`config.mk`:
```
export PLATFORM = sky130hd
export DESIGN_NAME = uet_cell
export DESIGN_NICKNAME = d
export VERILOG_FILES = /design/src/sv/uet_pkg.sv /design/src/sv/uet_cell.sv
export SDC_FILE = /design/constraint.sdc
export NUM_CORES = 1
export LEC_CHECK = 0
export BUFFER_PORTS_ARGS = -buffer_cell sky130_fd_sc_hd__buf_2
export CORE_ASPECT_RATIO = 0.9
export CORE_MARGIN = 1.5
export CORE_UTILIZATION = 50
export CTS_BUF_LIST = sky130_fd_sc_hd__clkbuf_8 sky130_fd_sc_hd__clkbuf_16
export DETAILED_ROUTE_END_ITERATION = 12
export PLACE_DENSITY_LB_ADDON = 0.05
export SETUP_SLACK_MARGIN = 0.1
export SYNTH_ARGS = -nofsm -noshare
export SYNTH_HDL_FRONTEND = slang
export SYNTH_SLANG_ARGS = --single-unit
```
`constraint.sdc`:
```
create_clock -name clk -period 2.8 [get_ports clk]
set_clock_uncertainty 0.2 [all_clocks]
set_input_delay 0.14 -clock clk [delete_from_list [all_inputs] [get_ports clk]]
set_output_delay 0.14 -clock clk [all_outputs]
set_load 0.01 [all_outputs]
```
`src/sv/uet_pkg.sv`:
```
// Shared types and constants for the unique edge table.
// Used by uet_cell, uet_out_stage and unique_edge_table_core; depends on nothing.
`timescale 1ns / 1ps
`default_nettype none

package uet_pkg;

    localparam int EDGE_COUNT_BITS = 11;

    typedef logic [EDGE_COUNT_BITS-1:0] edge_count_t;

    typedef struct packed {
        logic valid;
        logic found;
        logic inserted;
    } probe_flags_t;

endpackage

`default_nettype wire

```
`src/sv/uet_cell.sv`:
```
// One cell of the edge chain: holds one stored edge and one stage of the probe pipeline.
// Depends on uet_pkg for the probe flag struct.
`timescale 1ns / 1ps
`default_nettype none

module uet_cell #(
    parameter int VIDX_BITS = 16,
    parameter int CNT_BITS = 11,
    parameter logic [CNT_BITS-1:0] CELL_INDEX = '0
) (
    input  wire logic                    clk,
    input  wire logic                    rst_n,
    input  wire logic                    adv,
    input  wire logic [CNT_BITS-1:0]     count,
    input  wire uet_pkg::probe_flags_t   flags_prev,
    input  wire logic [VIDX_BITS-1:0]    a_prev,
    input  wire logic [VIDX_BITS-1:0]    b_prev,
    output uet_pkg::probe_flags_t        flags,
    output logic [VIDX_BITS-1:0]         a,
    output logic [VIDX_BITS-1:0]         b,
    output logic                         take
);

    logic [VIDX_BITS-1:0]  entry_a_reg;
    logic [VIDX_BITS-1:0]  entry_b_reg;
    uet_pkg::probe_flags_t flags_reg;
    uet_pkg::probe_flags_t flags_next;
    logic [VIDX_BITS-1:0]  a_reg;
    logic [VIDX_BITS-1:0]  b_reg;
    logic                  occupied;
    logic                  is_tail;
    logic                  pending;
    logic                  same;
    logic                  match;

    // Entries below the fill count are valid, and the entry at the fill count is the next free one.
    assign occupied = (CELL_INDEX < count);
    assign is_tail  = (CELL_INDEX == count);
    assign pending  = flags_prev.valid && !flags_prev.found && !flags_prev.inserted;
    assign same     = ((a_prev == entry_a_reg) && (b_prev == entry_b_reg)) ||
                      ((a_prev == entry_b_reg) && (b_prev == entry_a_reg));
    assign match    = pending && occupied && same;
    assign take     = pending && is_tail;

    always_comb
    begin
        flags_next.valid    = flags_prev.valid;
        flags_next.found    = flags_prev.found || match;
        flags_next.inserted = flags_prev.inserted || take;
    end

    always_ff @(posedge clk or negedge rst_n)
    begin
        if (!rst_n)
        begin
            flags_reg <= '0;
        end
        else if (adv)
        begin
            flags_reg <= flags_next;
        end
    end

    always_ff @(posedge clk)
    begin
        if (adv)
        begin
            a_reg <= a_prev;
            b_reg <= b_prev;
            if (take)
            begin
                entry_a_reg <= a_prev;
                entry_b_reg <= b_prev;
            end
        end
    end

    assign flags = flags_reg;
    assign a     = a_reg;
    assign b     = b_reg;

endmodule

`default_nettype wire

```
## After elaboration in Yosys (flattened, before gate mapping)

Cells that the tools add are included.
Widths: inputs -> output; s select.

- Register bits after elaboration: 67
- Bits of input ports: 49

- Reductions and logical operators: 14
- Magnitude comparators: 1
- Equal/unequal tests: 4

Operator list:

| cell | count |
|---|---|
| $eq 16x16->1 | 4 |
| $logic_not 11->1 | 1 |
| $lt 1x11->1 const A | 1 |
| $logic_and 1x1->1 | 7 |
| $logic_or 1x1->1 | 3 |
| $logic_not 1->1 | 2 |
| $reduce_and 2->1 | 1 |

## Depth between registers and ports, before layout

- Word-level depth: 6
- Gate-level depth with buffers: 5
- Depth with buffers taken out: 5

## Worst setup path before layout

No wires, ideal clock.

- Path type: input port to flip-flop
- From: input count[3]
- To: register entry_a_reg[0] (enable)
- Data arrival time: 1.788 ns
- Buffers on the path: 0
- Path slack: 0.420 ns
- Stages: 4
- Required time: 2.208 ns
- Cell sequence: nor4_2 -> nand3_1 -> nor4b_4 -> and2_1

- Cells in the longest elaborated chain, start to end: 3

Ends and longest elaborated chain:

| item | line | text |
|---|---|---|
| start: declaration | uet_cell.sv:14 | `input wire logic [CNT_BITS-1:0] count,` |
| $logic_not 11->1 | uet_cell.sv:38 | `assign is_tail = (CELL_INDEX == count);` |
| $logic_and 1x1->1 | uet_cell.sv:43 | `assign take = pending && is_tail;` |
| named net take | uet_cell.sv:21 | `output logic take` |
| $reduce_and 2->1 (no line) | -- |  |
| end signal: assignment | uet_cell.sv:72 | `entry_a_reg <= a_prev;` |
| end: declaration | uet_cell.sv:24 | `logic [VIDX_BITS-1:0] entry_a_reg;` |

The timed path passes the listed nets, and every way through them passes these cells.
A chain may end at the register's enable or synchronous reset.

## Final worst setup path

- From: input a_prev[10]
- To: register flags_reg, in the netlist flags[1]

- Cells in the longest elaborated chain, start to end: 5
- Elaborated cells on any way between the ends: 7

Ends and longest elaborated chain:

| item | line | text |
|---|---|---|
| start: declaration | uet_cell.sv:16 | `input wire logic [VIDX_BITS-1:0] a_prev,` |
| $eq 16x16->1 (on tied branches) | uet_cell.sv:40, uet_cell.sv:41 |  |
| $logic_and 1x1->1 (on tied branches) | uet_cell.sv:40, uet_cell.sv:41 |  |
| $logic_or 1x1->1 (*) | uet_cell.sv:40 | `assign same = ((a_prev == entry_a_reg) && (b_prev == entry_b_reg)) \|\|` |
| $logic_and 1x1->1 (*) | uet_cell.sv:42 | `assign match = pending && occupied && same;` |
| $logic_or 1x1->1 (*) | uet_cell.sv:48 | `flags_next.found = flags_prev.found \|\| match;` |
| end signal: assignment | uet_cell.sv:60 | `flags_reg <= flags_next;` |
| end: declaration | uet_cell.sv:26 | `uet_pkg::probe_flags_t flags_reg;` |

Every way passes the cells marked *; elsewhere a longest branch is shown, timed or not.

==> summary.md <==
| Metric | Value |
|---|---|
| Most frequent cells in the layout | buf_2, xnor2_1, edfxtp_1, dlygate4sd3_1, nand4_1 |
| YS warnings | 0 |
| 1st-iter DRT viols | 83 |
| Period minus WS final | 2.42 ns |
| GRT Resource Usage Total | 20.7% |
| Pin count of the biggest net entering global routing | 33 |
| H-tree Lvls | 3 |
| CTS tree | done |
| Critical Path Fanout Max | 4 |
| Final Wtd Congestion | 0.718 |
| Critical Path AT | 2.50 ns |
| Setup WS post-layout | 0.382 ns |
| DRC violations left | 0 |
| RSZ-0062 raised after global routing | false |
| Die Area | 6080 um^2 |
| CP startpoint kind | primary input |
| Period utilization | 86.4% |
| Post-Layout Cell Count | 372 |
| Final setup vio count | 0 |
| Status | complete, no violations |
| Clk Latency, worst-skew pair | 0.35 ns |
| Fin util | 73.4% |
| Core area | 5350 um^2 |
| Synthesized area | 2810 um^2 |
| DR vias/cell | 4.88 |
| Mapped Nets | 214 |
| Synth cell types | 18 |
| Number of global-route vias before repair | 1791 |
| Worst slew margin | 71.1% |
| Sequential power share | 50.9% |
| Critical path endpoint category | flop |
| Hold Crit Class | in2reg |
| FMAX | 414 MHz |
| Gate power share | 10.5% |
| Die Height | 74.1 um |
| First-pass GRT wire length | 8850 um |
| Sw frac | 22.2% |
| Yosys top cell area share | 68.4% |
| # IOs | 85 |
| Mean post-synth cell area | 17.0 um^2 |
| Tot Pwr | 2.27 mW |
| Die W | 82.0 um |
| Post-route cell area | 3930 um^2 |
| Critical path class | in2reg |
| Pins Over Slew Limit | 0 |
| Dpl hpwl | 3940 um |
| Final Hold Vio Count | 0 |
| Power Density | 577 nW/um^2 |
| Place WS | 0.676 ns |
| Largest cells by area after synthesis | edfxtp_1, xnor2_1, nand4_1 |
| Initial Util | 52.5% |
| Setup TNS Final | 0 ns |
| Seq/Total Area, Yosys | 71.1% |
| Layout cells sized above 1 | 35.1% |
| Grt total ovfl | 0 |
| Diode count | 0 |
| Hold_ws | 0.0571 ns |
| Num CTS Buffers | 9 |
| Overall routed net length | 5760 um |
| Sink Count | 67 |
| Number of synthesized register bits | 67 |
| Synth-to-Final Area Change | 39.7% |
| Placed Cells | 318 |
| Nets | 349 |
| WL/cell | 15.5 um |
| Internal power | 1.76 mW |
| First-pass detailed-route iteration total | 4 |
| Switching Power | 0.502 mW |
| Number of antenna violations at the first check in global routing | 0 |
| Dominant cell type by area after synthesis | edfxtp_1 |
| Worst-path clk slew | 0.08 ns |
| Most common cell after layout, fill and taps aside | buf_2 |
| Clock network power share | 38.6% |
| Port Buf Inserts | 84 |
| Slew @ Worst Pin | 0.434 ns |
| Placed Area | 3330 um^2 |
| Maxcap violations | 0 |
| Leak | 1.41 nW |
| Worst EP required | 2.88 ns |
| Clock Root Buffer | clkbuf_8 |
| Post-DRT Antenna Nets | 0 |
| Row count | 25 |
| Post-Synthesis Cells | 165 |
| Worst VDD drop | 0.453 mV |
| Max Root-Sink Buffers | 2 |
| Via Count | 1815 |
| Post_cts resized | 0 |
==> synth_stat cells (all sizes together) <==
library cell	count
xnor2	64
nor4	6
nand4b	1
and2	1
a21oi	1
edfxtp	64
o21ai	1
nor4b	1
nor3	1
dfrtp	3
nand3	1
nand4	16
mux2i	1
a22oi	1
nor2	2
mux2	1
==> worst max-delay path, cell delays in order <==
cell and delay (ns):
dlygate4sd3_1 0.53, buf_2 0.15, xnor2_1 0.24, nand4_1 0.15
nor4_1 0.42, a22oi_1 0.16, o21ai_1 0.15, dlygate4sd3_1 0.56
==> worst paths after layout <==
kind / from / endpoint / slack, ns / depth (start not counted)
worst max-delay path: a_prev[10] / flags[1] / 0.38 / 8
worst min-delay path: adv / a[6] / 0.06 / 1
worst max register to register: entry_b_reg[10] / flags[1] / 0.43 / 6
worst min register to register: flags[2] / flags[2] / 0.31 / 1
max in group asynchronous: rst_n / flags[0] / 1.79 / 3
min in group asynchronous: rst_n / flags[2] / 0.46 / 3
==> kinds of logic (layout without fill, tap and decap cells) <==
group | count (synthesis) | count (layout) | synth area share [%]
compound gates | 3 | 3 | 0.757
xor+xnor | 64 | 64 | 20.0
buf+inv | 0 | 140 | 0
flops | 67 | 67 | 71.1
mux | 2 | 2 | 0.757
simple gates | 29 | 29 | 7.44
==> repair_timing <==
action	CTS	global route
hold buffers	38	0
hold endpoints to repair	70	0
setup buffers	0	0
==> power by group through the flow <==
stage                     combinational, mW  sequential [mW]  clock (mW)
after floorplan                      0.0514             1.20           0
after global placement                0.196             1.17           0
after detailed placement              0.198             1.17           0
after CTS                             0.240             1.15       0.887
after global routing                  0.261             1.16       0.924
final                                 0.238             1.15       0.875
==> layout make-up <==
class                           instances  area, um^2
Timing Repair Buffer                  124         816
Sequential cell                        67        2000
Clock inverter                          7        92.6
Fill cell                             384        1420
Clock buffer                            9         124
Tap cell                               67        83.8
Multi-Input combinational cell         98         812
==> routing by layer <==
metal	routed length [um]	vias to the layer above	global-route usage (%)	share of wire, %
met1	2540	839	26.8	44
met2	2720	73	31.3	47
met5	0	-	0	0
met4	101	0	7.53	1.8
li1	-	891	-	-
met3	392	12	8.96	6.8
Power figures use the tool's default switching activity.
