<file path="src/sv/uet_pkg.sv">
// Shared types and constants for the unique edge table.
// Used by uet_cell, uet_out_stage and unique_edge_table_core; depends on nothing.
`timescale 1ns / 1ps
`default_nettype none

package uet_pkg;

    localparam int EDGE_COUNT_BITS = 11;

    typedef logic [EDGE_COUNT_BITS-1:0] edge_count_t;

    typedef struct packed {
        logic valid;
        logic found;
        logic inserted;
    } probe_flags_t;

endpackage

`default_nettype wire

</file>
<file path="src/sv/uet_out_stage.sv">
// Result register at the end of the edge chain, with the running count of delivered inserts.
// Depends on uet_pkg for the probe flag struct and the edge count type.
`timescale 1ns / 1ps
`default_nettype none

module uet_out_stage #(
    parameter int CNT_BITS = 11
) (
    input  wire logic                  clk,
    input  wire logic                  rst_n,
    input  wire uet_pkg::probe_flags_t flags_last,
    input  wire logic                  result_ready,
    output logic                       adv,
    output logic                       result_valid,
    output logic                       is_new,
    output uet_pkg::edge_count_t       edge_count,
    output logic                       table_full
);

    logic                 valid_reg;
    logic                 is_new_reg;
    logic                 table_full_reg;
    uet_pkg::edge_count_t edge_count_reg;
    logic [CNT_BITS-1:0]  out_cnt_reg;
    logic [CNT_BITS-1:0]  out_cnt_next;

    assign adv          = !valid_reg || result_ready;
    assign out_cnt_next = out_cnt_reg + CNT_BITS'(flags_last.inserted);

    always_ff @(posedge clk or negedge rst_n)
    begin
        if (!rst_n)
        begin
            valid_reg   <= 1'b0;
            out_cnt_reg <= '0;
        end
        else if (adv)
        begin
            valid_reg <= flags_last.valid;
            if (flags_last.valid)
            begin
                out_cnt_reg <= out_cnt_next;
            end
        end
    end

    always_ff @(posedge clk)
    begin
        if (adv && flags_last.valid)
        begin
            is_new_reg     <= !flags_last.found;
            table_full_reg <= !flags_last.found && !flags_last.inserted;
            edge_count_reg <= uet_pkg::edge_count_t'(out_cnt_next);
        end
    end

    assign result_valid = valid_reg;
    assign is_new       = is_new_reg;
    assign table_full   = table_full_reg;
    assign edge_count   = edge_count_reg;

endmodule

`default_nettype wire

</file>
<file path="config.mk">
export PLATFORM = sky130hd
export DESIGN_NAME = uet_out_stage
export DESIGN_NICKNAME = d
export VERILOG_FILES = /design/src/sv/uet_pkg.sv /design/src/sv/uet_out_stage.sv
export SDC_FILE = /design/constraint.sdc
export NUM_CORES = 1
export LEC_CHECK = 0
export ABC_AREA = 1
export BUFFER_PORTS_ARGS = -buffer_cell sky130_fd_sc_hd__buf_2
export CORE_MARGIN = 2
export CORE_UTILIZATION = 48
export CTS_BUF_LIST = sky130_fd_sc_hd__clkbuf_16
export CTS_CLUSTER_DIAMETER = 80
export DETAILED_ROUTE_END_ITERATION = 12
export PLACE_DENSITY = 0.8
export SYNTH_ARGS = -nofsm -noshare
export SYNTH_HDL_FRONTEND = slang
export SYNTH_SLANG_ARGS = --single-unit
</file>
<file path="constraint.sdc">
create_clock -name clk -period 1.6 [get_ports clk]
set_clock_uncertainty 0.2 [all_clocks]
set_input_delay 0.24 -clock clk [delete_from_list [all_inputs] [get_ports clk]]
set_output_delay 0.24 -clock clk [all_outputs]
set_load 0.03 [all_outputs]
</file>
Word level (Yosys, flattened, before mapping). Index checks and enable logic that the tools add are counted.

$add $sub $neg: 1. Reduce and logical (&&, ||, !) cells: 7.

Operators with widths (count): adder 11 x 1 -> 11 bit (1); logical NOT 1 bit (3); logical AND 1 bit (2); AND reduction 2 bit (1); logical OR 1 bit (1).

Register bits: 25. Bits of input ports: 6. Output and inout bits: 15. Word-level logic and storage cells: 13.

Longest topological paths before layout. Gate-level depths: netlist of the first run.

Word-level depth: 3. Mapped depth: 8. Mapped depth without buffers: 8.

Worst setup path before layout of the first run. No wires, ideal clock.

Path type: register -> register. Start point: register valid_reg, in the netlist result_valid. End point: register edge_count_reg[0], in the netlist edge_count[0] (enable). Setup time: 307 ps. Arrival time: 1117 ps. Data required time: 1093 ps. Slack: -24 ps. Stages on the path, launching flop included: 5. Path buffers: 1. Clock period less this slack: 1624 ps. Cell sequence: dfrtp_1 -> nand2_2 -> nand2_4 -> inv_2 -> buf_6.

Cells in the longest elaborated chain, start to end: 3.

Ends and longest elaborated chain: start: declaration (RTL line uet_out_stage.sv:20) `logic valid_reg;`; start signal: assignment (RTL line uet_out_stage.sv:39) `valid_reg <= flags_last.valid;`; logical NOT 1 bit (RTL line uet_out_stage.sv:27) `assign adv = !valid_reg || result_ready;`; logical OR 1 bit (RTL line uet_out_stage.sv:27); via adv (RTL line uet_out_stage.sv:13) `output logic adv,`; logical AND 1 bit (RTL line uet_out_stage.sv:49) `if (adv && flags_last.valid)`; end signal: assignment (RTL line uet_out_stage.sv:53) `edge_count_reg <= uet_pkg::edge_count_t'(out_cnt_next);`; end: declaration (RTL line uet_out_stage.sv:23) `uet_pkg::edge_count_t edge_count_reg;`.

The timed path passes the listed nets, and every way through them passes these cells. A chain may end at the register's enable or synchronous reset.

Final worst setup path of the first run.
Start point: register out_cnt_reg[0]. End point: register edge_count_reg[10], in the netlist edge_count[10] (data pin).

Cells in the longest elaborated chain, start to end: 1.

Ends and longest elaborated chain: start: declaration (RTL line uet_out_stage.sv:24) `logic [CNT_BITS-1:0] out_cnt_reg;`; start signal: assignment (RTL line uet_out_stage.sv:42) `out_cnt_reg <= out_cnt_next;`; adder 11 x 1 -> 11 bit (RTL line uet_out_stage.sv:28) `assign out_cnt_next = out_cnt_reg + CNT_BITS'(flags_last.inserted);`; via out_cnt_next[10] (RTL line uet_out_stage.sv:25) `logic [CNT_BITS-1:0] out_cnt_next;`.

The timed path passes the listed nets, and every way through them passes these cells.

==> results.ini, run 1 <==
[power_and_ir_drop]
p_per_area_mw_per_mm2=1410
ir_drop_uv=1150
p_leak_uw=0.000662
power_uw=2050

[timing]
post-route-period-util_pct=101
setup_viol=2
slew_violations=0
finalHoldViolCount=0
rsz0062_at_grt=true
finalWorstSetupSlack_ps=-14.2
min_period_ps=1610
tightest_slew_ps=305
relSlewSlack_pct=79.7
fin_hold_ws_ps=50.1
clock.fmax_mhz=619

[routing]
num_vias=831
wirelength_um=2070
drtIter0Drc=16
final_antenna_net_count=0
drc=0
avgViaCountPerCell=4.95
detail_route.first_pass.iterations=5
wl_per_cell_um=12.3

[logic_synthesis]
synth_cell_types=18
avgSynthCellArea_um2=10.1
synthSimpleGateAreaFrac_pct=26.0
ys_seq_elements=25
netlist_area_mm2=0.00112
syn-num-nets=119
synth_xor_area_share_pct=2.35
yosys.area_share.adder_pct=2.23
yosys.area.top_type_share_pct=34.9
syn_inst=111
seq_area_frac_synth_pct=61.7
synth.mux.area_fraction_pct=0
synth_compound_area_share_pct=2.68
synth.largest_area_cell=edfxtp_1
yosys-top-cells-area=edfxtp_1 (35%), dfrtp_1 (27%), nand2_1 (13%), inv_1 (3.7%), nand3_1 (3.6%)
synth_top_family_by_area=simple AND/OR/NAND/NOR gates
yosysWarnings=0

[floorplan]
design.core.area_mm2=0.00221
io_pins=21
start_util_pct=50.6
dieArea_mm2=0.00274
num_rows=17
die_w_um=52.3
die_h_um=52.3

[final_layout]
diodes=0
utilization_pct=65.8
final_cell_mix=nand2_1 (37), buf_2 (20), edfxtp_1 (13)
nNetsFinal=149
layoutNonFillerInstCount=168
drive_gt1_share_pct=29.3
final_common_cell=nand2_1
syn2layout_area_growth_pct=29.9

[critical_path]
timing.reg2reg.setup_slack_ps=-10
reg2reg_to=edge_count[10]$_DFFE_PP_
worstSetupEndpoint=edge_count[10]$_DFFE_PP_
regToRegStartpoint=out_cnt_reg[0]$_DFFE_PN0P_
cp_data_required_time_ps=1410
endpoint_kind=flip-flop
reg2reg_depth=6
crit_path_max_fanout=5
path_class=flip-flop to flip-flop
start_kind=flip-flop
crit_start=out_cnt_reg[0]$_DFFE_PN0P_
crit_arrival_ps=1430

[global_routing]
gr-total-overflow=0
gr-usage-all-layers_pct=17.8
grt_pass1_vias=809
antenna_found_initial=0
grt_pass1_wl_um=3430
grt_max_degree=23

[placed_design]
dpl_worst_slack_ps=-50.9
dp.cells=162
gp_congestion=0.784
port_buffers=20
dp_hpwl_um=1400

[hold_path]
holdPathStages=2
hp-class=input port to flip-flop
min_from=flags_last[1]

[clock_tree]
cts_buffer_depth=2
cts_tree=built
clock-sinks=25
cts_made_buffers=3
insertion_delay_ps=260
path_clk_slew_ps=60
cts-root-buf=clkbuf_16
htree_levels=1

[status]
status=finished, violations left
violations=negative setup slack

[run]
drv_cap=0

==> cells by family after synthesis <==
family | count (synthesis)
DFF | 25
AOI/OAI and AO/OA | 6
and+or+nand+nor | 62
adders and majority gates | 2
xor gates and xnor gates | 3
buffers and inverters | 13
==> worst max-delay path, cell delays in order, from the launching register on <==
cell,delay (ps)
dfrtp_1,380
ha_4,160
ha_4,140
nand3_4,90
nor2_4,140
nand3_1,100
and2_1,170
==> per-layer routing <==
layer	GRT usage, %	vias up	part of all wire, %
met5	0	-	0
met4	10.3	0	1.2
met3	4.57	4	3.7
met2	28.5	22	52
met1	21.5	389	43
li1	-	416	-
==> cell usage after synthesis, drive strengths merged <==
| master | instances |
|---|---|
| edfxtp | 13 |
| ha | 2 |
| nand2 | 40 |
| xor2 | 3 |
| nand3 | 10 |
| o21ai | 6 |
| nor2 | 6 |
| nand3b | 1 |
| buf | 1 |
| inv | 12 |
| dfrtp | 12 |
| and2 | 5 |
==> power by group <==
group	internal, uW	total, uW	leakage (uW)	switching [uW]
Combinational	198	524	0.000336	326
Clock	334	538	0.0000423	204
Sequential	850	986	0.000284	136
==> layout make-up <==
cell class | instances | area [um^2]
fillers | 172 | 757
flip-flops and latches | 25 | 691
multi-input cells | 73 | 445
repair buffers | 26 | 160
clock buffers | 3 | 75.1
inverters | 12 | 45.0
well taps | 28 | 35.0
clock inverters | 1 | 3.75
==> how the worst min path moves through the flow <==
stage	slack (ps)	endpoint
detailed placement	-60	out_cnt_reg[7]$_DFFE_PN0P_
CTS	30	is_new$_DFFE_PP_
global route	50	is_new$_DFFE_PP_
floorplan	-260	out_cnt_reg[0]$_DFFE_PN0P_
global placement	-60	out_cnt_reg[9]$_DFFE_PN0P_
finish	50	is_new$_DFFE_PP_
==> what timing repair did <==
item / in CTS / in global routing
endpoints found under the setup margin: 6 / 7
hold endpoints to repair: 12 / 0
pin swaps: 2 / 0
resized for setup: 3 / 5
setup buffers: 1 / 0
hold buffers: 1 / 0
==> metrics by stage <==
stage / setup TNS (ps) / area (um^2)
finish: -24.1 / 1460
global route: -392 / 1460
CTS: 0 / 1430
detailed placement: -221 / 1310
global placement: -42.1 / 1310
floorplan: 0 / 1150
(Power assumes the default switching activity.)
==> run 2, diff against run 1 <==
--- a/config.mk
+++ b/config.mk
@@ -5,14 +5,13 @@
 export SDC_FILE = /design/constraint.sdc
 export NUM_CORES = 1
 export LEC_CHECK = 0
-export ABC_AREA = 1
 export BUFFER_PORTS_ARGS = -buffer_cell sky130_fd_sc_hd__buf_2
 export CORE_MARGIN = 2
-export CORE_UTILIZATION = 48
+export CORE_UTILIZATION = 47
 export CTS_BUF_LIST = sky130_fd_sc_hd__clkbuf_16
 export CTS_CLUSTER_DIAMETER = 80
 export DETAILED_ROUTE_END_ITERATION = 12
-export PLACE_DENSITY = 0.8
+export PLACE_DENSITY = 0.79
 export SYNTH_ARGS = -nofsm -noshare
 export SYNTH_HDL_FRONTEND = slang
 export SYNTH_SLANG_ARGS = --single-unit
==> results.ini, run 2 <==
[timing]
rsz0062_at_grt=true
slew_violations=0
relSlewSlack_pct=78.1
tightest_slew_ps=326
setup_viol=2
min_period_ps=1600
clock.fmax_mhz=624
fin_tns_setup_ps=-2.86
finalWorstSetupSlack_ps=-2.48
post-route-period-util_pct=100
finalHoldViolCount=0

[floorplan]
die_h_um=51.8
die_w_um=51.8
start_util_pct=49.1
io_pins=21
num_rows=17
design.core.area_mm2=0.00219
dieArea_mm2=0.00269

[critical_path]
cp_cell_sequence=ha_4, ha_4, inv_2, or2_4, nor2_4, xor2_1
cp_common_cell=ha_4
crit_arrival_ps=1410
reg2reg_depth=6
critPathTopFamily=flip-flops
regToRegStartpoint=out_cnt_reg[0]$_DFFE_PN0P_
path_buf_inv=1
crit_path_max_fanout=6
critPathSlowestCell=dfrtp_1
critPathMaxStageDelay_ps=400
endpoint_kind=flip-flop
path_class=flip-flop to flip-flop
start_kind=flip-flop
timing.reg2reg.setup_slack_ps=-2
reg2reg_to=edge_count[10]$_DFFE_PP_
cp_data_required_time_ps=1410

[global_routing]
grt_max_degree=19
met1_usage_pct=20.1
gr-total-overflow=0
grtUsageMet3_pct=2.59
grt_pass1_wl_um=3120
grt_use_met2_pct=27.0
grt_pass1_vias=668
antenna_found_initial=0
gr-usage-all-layers_pct=16.1
top_usage_layer=met2

[clock_tree]
htree_levels=1
cts_made_buffers=3
cts-root-buf=clkbuf_16
clock-sinks=25
cts_buffer_depth=2
cts_tree=built
cts_setup_buffers=0
path_clk_slew_ps=60
insertion_delay_ps=260

[power_and_ir_drop]
ir_drop_uv=725
p_per_area_mw_per_mm2=1230
p_leak_uw=0.000676

[logic_synthesis]
syn-num-nets=92
netlist_area_mm2=0.00108
ys_seq_elements=25
synth_edf_count=13
yosys-top-cells-area=edfxtp_1 (36%), dfrtp_1 (28%), xor2_1 (9.8%), xnor2_1 (4.9%), nand2_1 (4.2%)
yosys.area.top_type_share_pct=36.3
async_flop_share_pct=48.0
yosysWarnings=0
syn_inst=84
seq_area_frac_synth_pct=64.2
synth_cell_types=20
synth.largest_area_cell=edfxtp_1
avgSynthCellArea_um2=12.8
synth_ff_type=edfxtp_1
synth_most_common_cell=edfxtp_1
synth_common_cells=edfxtp_1 (13), dfrtp_1 (12), nand2_1 (12), xor2_1 (12), nor2_1 (8)

[placed_design]
dp_hpwl_um=1350
dp.cells=140
dpl_worst_slack_ps=-176
gp_congestion=0.733
port_buffers=20

[final_layout]
final_common_cell=buf_2
layoutNonFillerInstCount=145
drive_gt1_share_pct=41.0
utilization_pct=65.6
nNetsFinal=126
syn2layout_area_growth_pct=33.5
diodes=0
final_cell_mix=buf_2 (20), edfxtp_1 (13), xor2_1 (12), nand2_1 (12), dfrtp_1 (11)

[hold_path]
hp-class=input port to flip-flop
hold_end=is_new$_DFFE_PP_
holdPathStages=2
min_from=flags_last[1]

[routing]
final_antenna_net_count=0
detail_route.first_pass.iterations=4
wirelength_um=1830
num_vias=704
drc=0
drtIter0Drc=21
avgViaCountPerCell=4.86
wl_per_cell_um=12.6

[status]
status=finished, violations left
violations=negative setup slack

[run]
drv_cap=0

[run 2: worst max-delay path by stage]
stage / startpoint / end / slack [ps] / cells past startpoint
floorplan: out_cnt_reg[0]$_DFFE_PN0P_ / edge_count[10]$_DFFE_PP_ / -30 / 7
global placement: out_cnt_reg[0]$_DFFE_PN0P_ / edge_count[10]$_DFFE_PP_ / -130 / 6
detailed placement: out_cnt_reg[0]$_DFFE_PN0P_ / edge_count[10]$_DFFE_PP_ / -180 / 6
CTS: out_cnt_reg[0]$_DFFE_PN0P_ / edge_count[8]$_DFFE_PP_ / -10 / 6
global route: out_cnt_reg[0]$_DFFE_PN0P_ / edge_count[10]$_DFFE_PP_ / -50 / 6
finish: out_cnt_reg[0]$_DFFE_PN0P_ / edge_count[10]$_DFFE_PP_ / -2 / 6
[run 2: per-stage QoR]
| step | total power (uW) | hold slack, ps | instance area (um^2) |
|---|---|---|---|
| 2_1_floorplan | 1070 | -256 | 1130 |
| 3_3_place_gp | 1210 | -60.9 | 1340 |
| 3_5_place_dp | 1230 | -54.7 | 1340 |
| 4_1_cts | 1770 | 28.4 | 1430 |
| 5_1_grt | 1850 | 36.4 | 1440 |
| 6_report | 1760 | 29.4 | 1440 |
[run 2: area by class of cell]
class / count / area, um^2
clock buffer: 3 / 75.1
clock inverter: 1 / 5.00
fill: 170 / 754
inverter: 3 / 15.0
multi-input combinational: 54 / 417
sequential: 25 / 692
tap: 28 / 35.0
timing repair buffer: 31 / 198
[run 2: cell families after synthesis]
group / count (synthesis) / share of synthesized area, %
XOR/XNOR: 18 / 14.7
adder cells (fa/ha/maj): 2 / 2.33
buffers and inverters: 5 / 2.44
flip-flops: 25 / 64.2
AND/OR/NAND/NOR: 34 / 16.4
[run 2: power breakdown]
part | switching (uW) | total (uW) | internal [uW]
Clock | 207 | 544 | 336
Sequential | 49.4 | 826 | 777
Combinational | 221 | 394 | 172
Total | 478 | 1760 | 1290
[run 2: layer usage]
metal  vias to the layer above  share of wire, %  wire length, um
met4                         0               2.1               38
met2                        21                51              942
li1                        346                 -                -
met1                       332                43              789
met5                         -                 0                0
met3                         5               3.4               63
[run 2: repair_timing]
action	CTS	global route
hold endpoints to repair	12	0
setup endpoints to repair	6	8
resized for setup	1	1
pin swaps	1	0
hold buffers	1	0
==> run 3, diff against run 2 <==
==> constraint.sdc (replaced) <==
create_clock -name clk -period 1.6 [get_ports clk]
set_clock_uncertainty 0.2 [all_clocks]
set_input_delay 0.24 -clock clk [delete_from_list [all_inputs] [get_ports clk]]
set_output_delay 0.24 -clock clk [all_outputs]
set_load 0.05 [all_outputs]
==> results.ini, run 3 (same netlist as run 2, synthesis figures left out) <==
[final_layout]
design_area_mm2=0.00144
final_cell_mix=buf_2 (20), edfxtp_1 (13), xor2_1 (12), nand2_1 (12), dfrtp_1 (11)
final_common_cell=buf_2
syn2layout_area_growth_pct=34.1
drive_gt1_share_pct=40.2
nNetsFinal=126
diodes=0
num-fill-cells=157

[clock_tree]
cts_made_buffers=3
insertion_delay_ps=250
htree_levels=1
cts_buffer_depth=2
cts-root-buf=clkbuf_16
clock-sinks=25
cts_tree=built
path_clk_slew_ps=60

[critical_path]
critPathSlowestCell=dfrtp_1
cp_cell_sequence=ha_4, ha_4, inv_2, or2_4, nor3_4, xor2_1
crit_arrival_ps=1570
endpoint_kind=flip-flop
cp_data_required_time_ps=1580
critPathMaxStageDelay_ps=390
crit_path_max_fanout=6
path_class=flip-flop to flip-flop
start_kind=flip-flop
cp_common_cell=ha_4

[timing]
rsz0062_at_grt=true
fin_tns_setup_ps=0
slew_violations=0
min_period_ps=1590
clock.fmax_mhz=628
fin_hold_ws_ps=29.1
setup_viol=0
post-route-period-util_pct=99.6
relSlewSlack_pct=80.1
tightest_slew_ps=295
finalHoldViolCount=0

[global_routing]
gr-total-overflow=0
gr-usage-all-layers_pct=14.4
grt_pass1_wl_um=2800
grt_pass1_vias=630
antenna_found_initial=0
grt_max_degree=19

[routing]
num_vias=675
drtIter0Drc=6
final_antenna_net_count=0
detail_route.first_pass.iterations=4
drc=0
avgViaCountPerCell=4.66
wl_per_cell_um=11.4
wirelength_um=1650

[floorplan]
die_w_um=51.8
die_h_um=51.8
num_rows=17
dieArea_mm2=0.00269
start_util_pct=49.1
io_pins=21
design.core.area_mm2=0.00219

[placed_design]
gp_congestion=0.722
dp_hpwl_um=1170
port_buffers=20
place_area_mm2=0.00134

[power_and_ir_drop]
p_per_area_mw_per_mm2=1250
p_leak_uw=0.000677
ir_drop_uv=829

[hold_path]
hp-class=input port to flip-flop

[status]
status=complete, no violations

[run]
drv_cap=0

run 3: cell counts in the layout (fill, tap and decap cells not counted):
No cell type changed its count.
run 3: worst max-delay path, delay by kind of cell, from the launching register on:
family                   cells  cell delay [ps]
AND/OR/NAND/NOR              2              470
XOR/XNOR                     1              150
adder cells (fa/ha/maj)      2              280
flip-flops                   1              390
buffers and inverters        1               30
run 3: through the flow:
step                worst slack (ps)  instances  util (%)  power, uW
finish                          7.09        145      65.8       1810
global route                   -44.2        145      65.8       1890
CTS                             14.7        144      65.5       1810
detailed placement              -155        139      61.3       1270
global placement                -115        139      61.3       1270
floorplan                      -43.4         84         -       1130
run 3: cell type report:
| class | count | area [um^2] | area share (%) |
|---|---|---|---|
| multi-input combinational | 54 | 423 | 29.3 |
| clock buffer | 3 | 75.1 | 5.20 |
| inverter | 3 | 15.0 | 1.04 |
| clock inverter | 1 | 5.00 | 0.347 |
| sequential | 25 | 692 | 48.0 |
| timing repair buffer | 31 | 198 | 13.7 |
| tap | 28 | 35.0 | 2.43 |
run 3: timing repair:
action | in CTS | in global routing
endpoints found under the setup margin | 6 | 6
gates resized for setup | 1 | 0
setup buffers | 0 | 1
hold buffers | 1 | 0
endpoints found under the hold margin | 12 | 0
pin swaps | 1 | 0
run 3: routing by layer:
layer / wire length [um] / part of all wire (%) / vias to the layer above / global-route usage, %
li1: - / - / 345 / -
met1: 737 / 45 / 314 / 18.8
met2: 840 / 51 / 14 / 23.2
met3: 52 / 3.2 / 2 / 0.862
met4: 19 / 1.2 / 0 / 9.21
met5: 0 / 0 / - / 0
run 3: path summary, 6_finish.rpt:
path / startpoint / to / slack, ps / depth (start not counted)
hold / removal: flags_last[1] / is_new$_DFFE_PP_ / 30 / 2
min in group asynchronous: rst_n / out_cnt_reg[10]$_DFFE_PN0P_ / 200 / 2
setup reg to reg: out_cnt_reg[0]$_DFFE_PN0P_ / out_cnt_reg[10]$_DFFE_PN0P_ / 7 / 6
setup / recovery: out_cnt_reg[0]$_DFFE_PN0P_ / out_cnt_reg[10]$_DFFE_PN0P_ / 7 / 6
hold reg to reg: out_cnt_reg[10]$_DFFE_PN0P_ / out_cnt_reg[10]$_DFFE_PN0P_ / 290 / 1
max in group asynchronous: rst_n / result_valid$_DFFE_PN0P_ / 760 / 2
run 3: where the power goes:
part / internal, uW / switching, uW / leakage [uW]
combinational: 179 / 277 / 0.000350
sequential: 777 / 44.8 / 0.000286
clock: 336 / 194 / 0.0000409
total: 1290 / 516 / 0.000677
